[src/sv/afs_pkg.sv]
`timescale 1ns / 1ps
// ----------------------------------------------------------------------------
// afs_pkg
// Shared widths, command codes and control/status types for the
// allele f-statistics accumulator.
// ----------------------------------------------------------------------------
package afs_pkg;

    localparam int COUNT_BITS = 16;
    localparam int LOCUS_BITS = 24;
    localparam int FRAC_BITS  = 30;

    localparam int IN_W      = 16;
    localparam int NUM_POPS  = 4;
    localparam int IN_DATA_W = IN_W * 2 * (NUM_POPS + 1);
    localparam int VAL_W     = 32;
    localparam int OUT_DATA_W = VAL_W * 4;
    localparam int SUM_W     = 56;
    localparam int FREQ_W    = FRAC_BITS + 1;
    localparam int TOT_W     = COUNT_BITS + 1;
    localparam int MUL_W     = 32;
    localparam int PROD_W    = 2 * MUL_W;
    localparam int DIV_W     = 2 * FRAC_BITS + 2;
    localparam int Q_W       = 32;
    localparam int WIDE_W    = DIV_W + Q_W;
    localparam int IDX_W     = 2;

    localparam logic [4:0] OP_NONE     = 5'd0;
    localparam logic [4:0] OP_LOAD     = 5'd1;
    localparam logic [4:0] OP_DIV_F0   = 5'd2;
    localparam logic [4:0] OP_DIV_F1   = 5'd3;
    localparam logic [4:0] OP_DIV_A1   = 5'd4;
    localparam logic [4:0] OP_DIV_H    = 5'd5;
    localparam logic [4:0] OP_DIV_FST  = 5'd6;
    localparam logic [4:0] OP_DIV_AVG  = 5'd7;
    localparam logic [4:0] OP_MUL      = 5'd8;
    localparam logic [4:0] OP_F2       = 5'd9;
    localparam logic [4:0] OP_F3       = 5'd10;
    localparam logic [4:0] OP_F4       = 5'd11;
    localparam logic [4:0] OP_N        = 5'd12;
    localparam logic [4:0] OP_D1       = 5'd13;
    localparam logic [4:0] OP_D2       = 5'd14;
    localparam logic [4:0] OP_ACC      = 5'd15;
    localparam logic [4:0] OP_OUT_LOC  = 5'd16;
    localparam logic [4:0] OP_OUT_AVG  = 5'd17;

    localparam logic [2:0] MS_H  = 3'd0;
    localparam logic [2:0] MS_X2 = 3'd1;
    localparam logic [2:0] MS_F3 = 3'd2;
    localparam logic [2:0] MS_F4 = 3'd3;
    localparam logic [2:0] MS_N  = 3'd4;
    localparam logic [2:0] MS_D1 = 3'd5;
    localparam logic [2:0] MS_D2 = 3'd6;

    typedef struct packed {
        logic [4:0]       op;
        logic [2:0]       mul_sel;
        logic [IDX_W-1:0] idx;
    } cmd_t;

    typedef struct packed {
        logic div_done;
        logic out_free;
        logic last;
    } stat_t;

endpackage

[src/sv/afs_ctrl.sv]
`timescale 1ns / 1ps
// ----------------------------------------------------------------------------
// afs_ctrl
// Sequencer for one locus: four divisions per population, the statistic
// products, Fst division, accumulation, output and the closing averages.
// ----------------------------------------------------------------------------
module afs_ctrl
(
    input  logic           clk,
    input  logic           rst_n,
    input  logic           in_valid,
    output logic           in_ready,
    input  afs_pkg::stat_t stat,
    output afs_pkg::cmd_t  cmd
);

    import afs_pkg::*;

    localparam logic [4:0] S_IDLE = 5'd0;
    localparam logic [4:0] S_DF0  = 5'd1;
    localparam logic [4:0] S_DF1  = 5'd2;
    localparam logic [4:0] S_DA1  = 5'd3;
    localparam logic [4:0] S_MH   = 5'd4;
    localparam logic [4:0] S_DH   = 5'd5;
    localparam logic [4:0] S_NP   = 5'd6;
    localparam logic [4:0] S_WDIV = 5'd7;
    localparam logic [4:0] S_WMUL = 5'd8;
    localparam logic [4:0] S_MX   = 5'd9;
    localparam logic [4:0] S_F2   = 5'd10;
    localparam logic [4:0] S_MF3  = 5'd11;
    localparam logic [4:0] S_F3   = 5'd12;
    localparam logic [4:0] S_MF4  = 5'd13;
    localparam logic [4:0] S_F4   = 5'd14;
    localparam logic [4:0] S_MN   = 5'd15;
    localparam logic [4:0] S_N    = 5'd16;
    localparam logic [4:0] S_MD1  = 5'd17;
    localparam logic [4:0] S_D1   = 5'd18;
    localparam logic [4:0] S_MD2  = 5'd19;
    localparam logic [4:0] S_D2   = 5'd20;
    localparam logic [4:0] S_DFST = 5'd21;
    localparam logic [4:0] S_ACC  = 5'd22;
    localparam logic [4:0] S_OLOC = 5'd23;
    localparam logic [4:0] S_DAVG = 5'd24;
    localparam logic [4:0] S_NAVG = 5'd25;
    localparam logic [4:0] S_OAVG = 5'd26;

    logic [4:0]       state_reg;
    logic [4:0]       state_next;
    logic [4:0]       ret_reg;
    logic [4:0]       ret_next;
    logic [IDX_W-1:0] idx_reg;
    logic [IDX_W-1:0] idx_next;

    always_comb
    begin
        state_next  = state_reg;
        ret_next    = ret_reg;
        idx_next    = idx_reg;
        cmd.op      = OP_NONE;
        cmd.mul_sel = MS_H;
        cmd.idx     = idx_reg;
        unique case (state_reg)
            S_IDLE:
            begin
                if (in_valid)
                begin
                    cmd.op     = OP_LOAD;
                    idx_next   = '0;
                    state_next = S_DF0;
                end
            end
            S_DF0:
            begin
                cmd.op     = OP_DIV_F0;
                ret_next   = S_DF1;
                state_next = S_WDIV;
            end
            S_DF1:
            begin
                cmd.op     = OP_DIV_F1;
                ret_next   = S_DA1;
                state_next = S_WDIV;
            end
            S_DA1:
            begin
                cmd.op     = OP_DIV_A1;
                ret_next   = S_MH;
                state_next = S_WDIV;
            end
            S_MH:
            begin
                cmd.op      = OP_MUL;
                cmd.mul_sel = MS_H;
                ret_next    = S_DH;
                state_next  = S_WMUL;
            end
            S_DH:
            begin
                cmd.op     = OP_DIV_H;
                ret_next   = S_NP;
                state_next = S_WDIV;
            end
            S_NP:
            begin
                if (idx_reg == IDX_W'(NUM_POPS - 1))
                    state_next = S_MX;
                else
                begin
                    idx_next   = idx_reg + 1'b1;
                    state_next = S_DF0;
                end
            end
            S_WDIV:
            begin
                if (stat.div_done)
                    state_next = ret_reg;
            end
            S_WMUL:
            begin
                state_next = ret_reg;
            end
            S_MX:
            begin
                cmd.op      = OP_MUL;
                cmd.mul_sel = MS_X2;
                ret_next    = S_F2;
                state_next  = S_WMUL;
            end
            S_F2:
            begin
                cmd.op     = OP_F2;
                state_next = S_MF3;
            end
            S_MF3:
            begin
                cmd.op      = OP_MUL;
                cmd.mul_sel = MS_F3;
                ret_next    = S_F3;
                state_next  = S_WMUL;
            end
            S_F3:
            begin
                cmd.op     = OP_F3;
                state_next = S_MF4;
            end
            S_MF4:
            begin
                cmd.op      = OP_MUL;
                cmd.mul_sel = MS_F4;
                ret_next    = S_F4;
                state_next  = S_WMUL;
            end
            S_F4:
            begin
                cmd.op     = OP_F4;
                state_next = S_MN;
            end
            S_MN:
            begin
                cmd.op      = OP_MUL;
                cmd.mul_sel = MS_N;
                ret_next    = S_N;
                state_next  = S_WMUL;
            end
            S_N:
            begin
                cmd.op     = OP_N;
                state_next = S_MD1;
            end
            S_MD1:
            begin
                cmd.op      = OP_MUL;
                cmd.mul_sel = MS_D1;
                ret_next    = S_D1;
                state_next  = S_WMUL;
            end
            S_D1:
            begin
                cmd.op     = OP_D1;
                state_next = S_MD2;
            end
            S_MD2:
            begin
                cmd.op      = OP_MUL;
                cmd.mul_sel = MS_D2;
                ret_next    = S_D2;
                state_next  = S_WMUL;
            end
            S_D2:
            begin
                cmd.op     = OP_D2;
                state_next = S_DFST;
            end
            S_DFST:
            begin
                cmd.op     = OP_DIV_FST;
                ret_next   = S_ACC;
                state_next = S_WDIV;
            end
            S_ACC:
            begin
                cmd.op     = OP_ACC;
                state_next = S_OLOC;
            end
            S_OLOC:
            begin
                cmd.op = OP_OUT_LOC;
                if (stat.out_free)
                begin
                    idx_next   = '0;
                    state_next = stat.last ? S_DAVG : S_IDLE;
                end
            end
            S_DAVG:
            begin
                cmd.op     = OP_DIV_AVG;
                ret_next   = S_NAVG;
                state_next = S_WDIV;
            end
            S_NAVG:
            begin
                if (idx_reg == IDX_W'(2))
                    state_next = S_OAVG;
                else
                begin
                    idx_next   = idx_reg + 1'b1;
                    state_next = S_DAVG;
                end
            end
            S_OAVG:
            begin
                cmd.op = OP_OUT_AVG;
                if (stat.out_free)
                    state_next = S_IDLE;
            end
            default:
            begin
                state_next = S_IDLE;
            end
        endcase
    end

    always_ff @(posedge clk or negedge rst_n)
    begin
        if (!rst_n)
        begin
            state_reg <= S_IDLE;
            ret_reg   <= S_IDLE;
            idx_reg   <= '0;
        end
        else
        begin
            state_reg <= state_next;
            ret_reg   <= ret_next;
            idx_reg   <= idx_next;
        end
    end

    assign in_ready = (state_reg == S_IDLE);

endmodule

[config.mk]
export PLATFORM = sky130hd
export DESIGN_NAME = afs_ctrl
export DESIGN_NICKNAME = d
export VERILOG_FILES = /design/src/sv/afs_pkg.sv /design/src/sv/afs_ctrl.sv
export SDC_FILE = /design/constraint.sdc
export NUM_CORES = 1
export LEC_CHECK = 0
export ABC_AREA = 1
export BUFFER_PORTS_ARGS = -buffer_cell sky130_fd_sc_hd__buf_2
export CORE_ASPECT_RATIO = 1.4
export CORE_UTILIZATION = 50
export CTS_BUF_LIST = sky130_fd_sc_hd__clkbuf_4
export DETAILED_ROUTE_END_ITERATION = 12
export PLACE_DENSITY = 0.81
export SYNTH_ARGS = -nofsm -noshare
export SYNTH_HDL_FRONTEND = slang
export SYNTH_SLANG_ARGS = --single-unit
[constraint.sdc]
create_clock -name clk -period 3.4 [get_ports clk]
set_input_delay 0.68 -clock clk [delete_from_list [all_inputs] [get_ports clk]]
set_output_delay 0.68 -clock clk [all_outputs]
set_load 0.02 [all_outputs]
==> flow_summary.yaml <==
yosys:
  avgSynthCellArea_sq_um: 5.90
  netlist_area_sq_um: 1170
  synthesis.yosys.warnings: 0
  netlist-cell-type-count: 21
  syn-num-nets: 206
  ys_seq_elements: 12
  post_synth_inst_count: 198
  synth_sequential_area_ratio: 0.257
sta:
  final_hold_viol_count: 0
  maxSlewViolCount: 0
  final_period_minus_worst_setup_slack_ns: 2.56
  rsz0062_at_grt: "no"
  max_freq_ghz: 0.390
  holdWs_ns: 0.266
  relSlewSlack: 0.681
  aggregate_negative_setup_slack_ns: 0
  tightestPinTransition_ns: 0.478
  worst_clock_skew_ns: 0.00196
  finalCritPeriodShare: 0.754
  timing.final.ws_setup_ns: 0.837
  setup_violations: 0
hold_path:
  worst_hold_path_type: "primary input to asynchronous set/reset pin"
drt:
  drtIter0Drc: 75
  drt-total-wl_microns: 3130
  routed_wire_length_per_instance_microns: 13.2
  vias_per_cell: 5.64
  drc_errors: 0
  total_number_of_vias: 1342
  detailedRoute.firstPassIterationCount: 4
  postRouteAntennaNets: 0
floorplanning:
  floorplan.die.width_microns: 42.8
  overall_die_area_sq_um: 2530
  effective_utilization_at_floorplan: 0.536
  row_count: 20
  num_io_pins: 17
  floorplan.core_area_sq_um: 2180
  die-height_microns: 59.2
critical_path:
  crit_family: "flip-flops"
  cp_data_arrival_time_ns: 1.88
  cp-startpoint: "state_reg[4]"
  required_ns: 2.72
  depth_of_the_worst_register_to_register_path: 9
  crit_chain: "inv_2 -> nand3_1 -> inv_1 -> nor2_1 -> nand2_1 -> nor2_1 -> nand4_1 -> buf_2"
  worst-setup-path-type: "flip-flop to primary output"
  timing.critical_path.mode_cell: "nor2_1"
  end_kind: "primary output"
  crit_end: "cmd[8]"
  critical_path_buf_inv_count: 3
  slowest_delay_ns: 0.64
  crit_path_max_fanout: 14
  worst-r2r-setup-slack_ns: 1.62
  startpoint_type: "flip-flop"
  critical_path_cell_count: 8
  worst_r2r_startpoint: "state_reg[4]"
  cpMaxStageDelayCell: "dfrtp_1"
  r2r_end: "state_reg[0]"
finish:
  layout_commonest_cell: "nand2_1"
  final_layout_size_suffix_gt1_frac: 0.185
  finish.net_count: 225
  syn_to_final_growth_pct: 9.86
  antenna_cells: 0
  final_cell_mix: "67 x nand2_1, 29 x nand3_1, 28 x nor2_1"
clock_tree:
  cts_hold_buf: 0
  ctsResizeCount: 0
  clock_latency_ns: 0.27
  cts_tree: "built"
  cts.reportedPaths.clkPinSlew_ns: 0.07
  cts_root_buf: "clkbuf_4"
  total_number_of_h_tree_levels: 1
  postCtsSetupRepairBufs: 0
  clock_sink_count: 12
  cts.path.max_buffers: 2
  cts_buffers: 3
status:
  status: "completed"
global_routing:
  grt_use_total: 0.282
  grt_start_max_net_pins: 15
  grt_first_pass_wirelength_microns: 5440
  number_of_global_route_vias_before_repair: 1263
  number_of_antenna_violations_at_the_first_check_in_global_routing: 0
  grt.overflow.total: 0
place:
  finalWeightedCongestion: 0.966
  io_buffers: 16
  dpl.hpwl_microns: 2650
  place_ws_ns: 1.18
power:
  vdd_drop_max_uv: 540
  power_density_nw_per_um2: 986
  power.leakage_nw: 0.833
job:
  timing.max_cap.violations: 0
[how the worst min path moves through the flow]
stage	endpoint	slack, ns	depth (start not counted)
2_1_floorplan	idx_reg[0]	0.38	0
6_report	ret_reg[0]	0.27	1
3_3_place_gp	ret_reg[4]	0.49	2
4_1_cts	state_reg[4]	0.27	1
3_5_place_dp	ret_reg[3]	0.50	2
5_1_grt	state_reg[0]	0.28	1
[power breakdown]
part           switching [mW]  internal [mW]
sequential             0.0779          0.208
combinational           0.598          0.292
clock                  0.0453         0.0426
total                   0.721          0.543
[layer usage]
layer	global-route usage	vias up	routed length (microns)
li1	-	671	-
met1	0.330	581	1190
met2	0.487	72	1560
met3	0.0640	18	227
met4	0.125	0	153
met5	0	-	0
[kinds of logic after synthesis]
group           Yosys count  synth area share
simple gates            146             0.578
buf+inv                  27            0.0965
flops                    12             0.257
compound gates           11            0.0471
fa+ha+maj                 2            0.0214
[cell usage after synthesis (all sizes together)]
library cell | instances | area share
nor3 | 2 | 0.0086
buf | 2 | 0.016
nor2 | 34 | 0.14
a21oi | 3 | 0.013
nand2 | 72 | 0.24
nand3 | 31 | 0.14
nand4 | 4 | 0.021
o21ai | 8 | 0.034
dfrtp | 12 | 0.26
nor4 | 1 | 0.0054
and2 | 1 | 0.0075
ha | 2 | 0.021
inv | 25 | 0.080
nor3b | 1 | 0.016
[metrics by stage]
| stage | cell area, sq um | instances | utilization | total power, mW |
|---|---|---|---|---|
| CTS | 1280 | 238 | 0.589 | 1.26 |
| floorplan | 1170 | 198 | - | 0.959 |
| global placement | 1260 | 234 | 0.577 | 1.18 |
| detailed placement | 1260 | 234 | 0.577 | 1.17 |
| global route | 1280 | 238 | 0.589 | 1.39 |
| finish | 1280 | 238 | 0.589 | 1.26 |
[area by class of cell]
| class | count | area, sq um |
|---|---|---|
| multi-input combinational | 159 | 754 |
| timing repair buffer | 16 | 80.1 |
| tap | 22 | 27.5 |
| clock inverter | 1 | 3.75 |
| fill | 230 | 895 |
| clock buffer | 3 | 22.5 |
| inverter | 25 | 93.8 |
| sequential | 12 | 300 |
(Power assumes the default switching activity.)
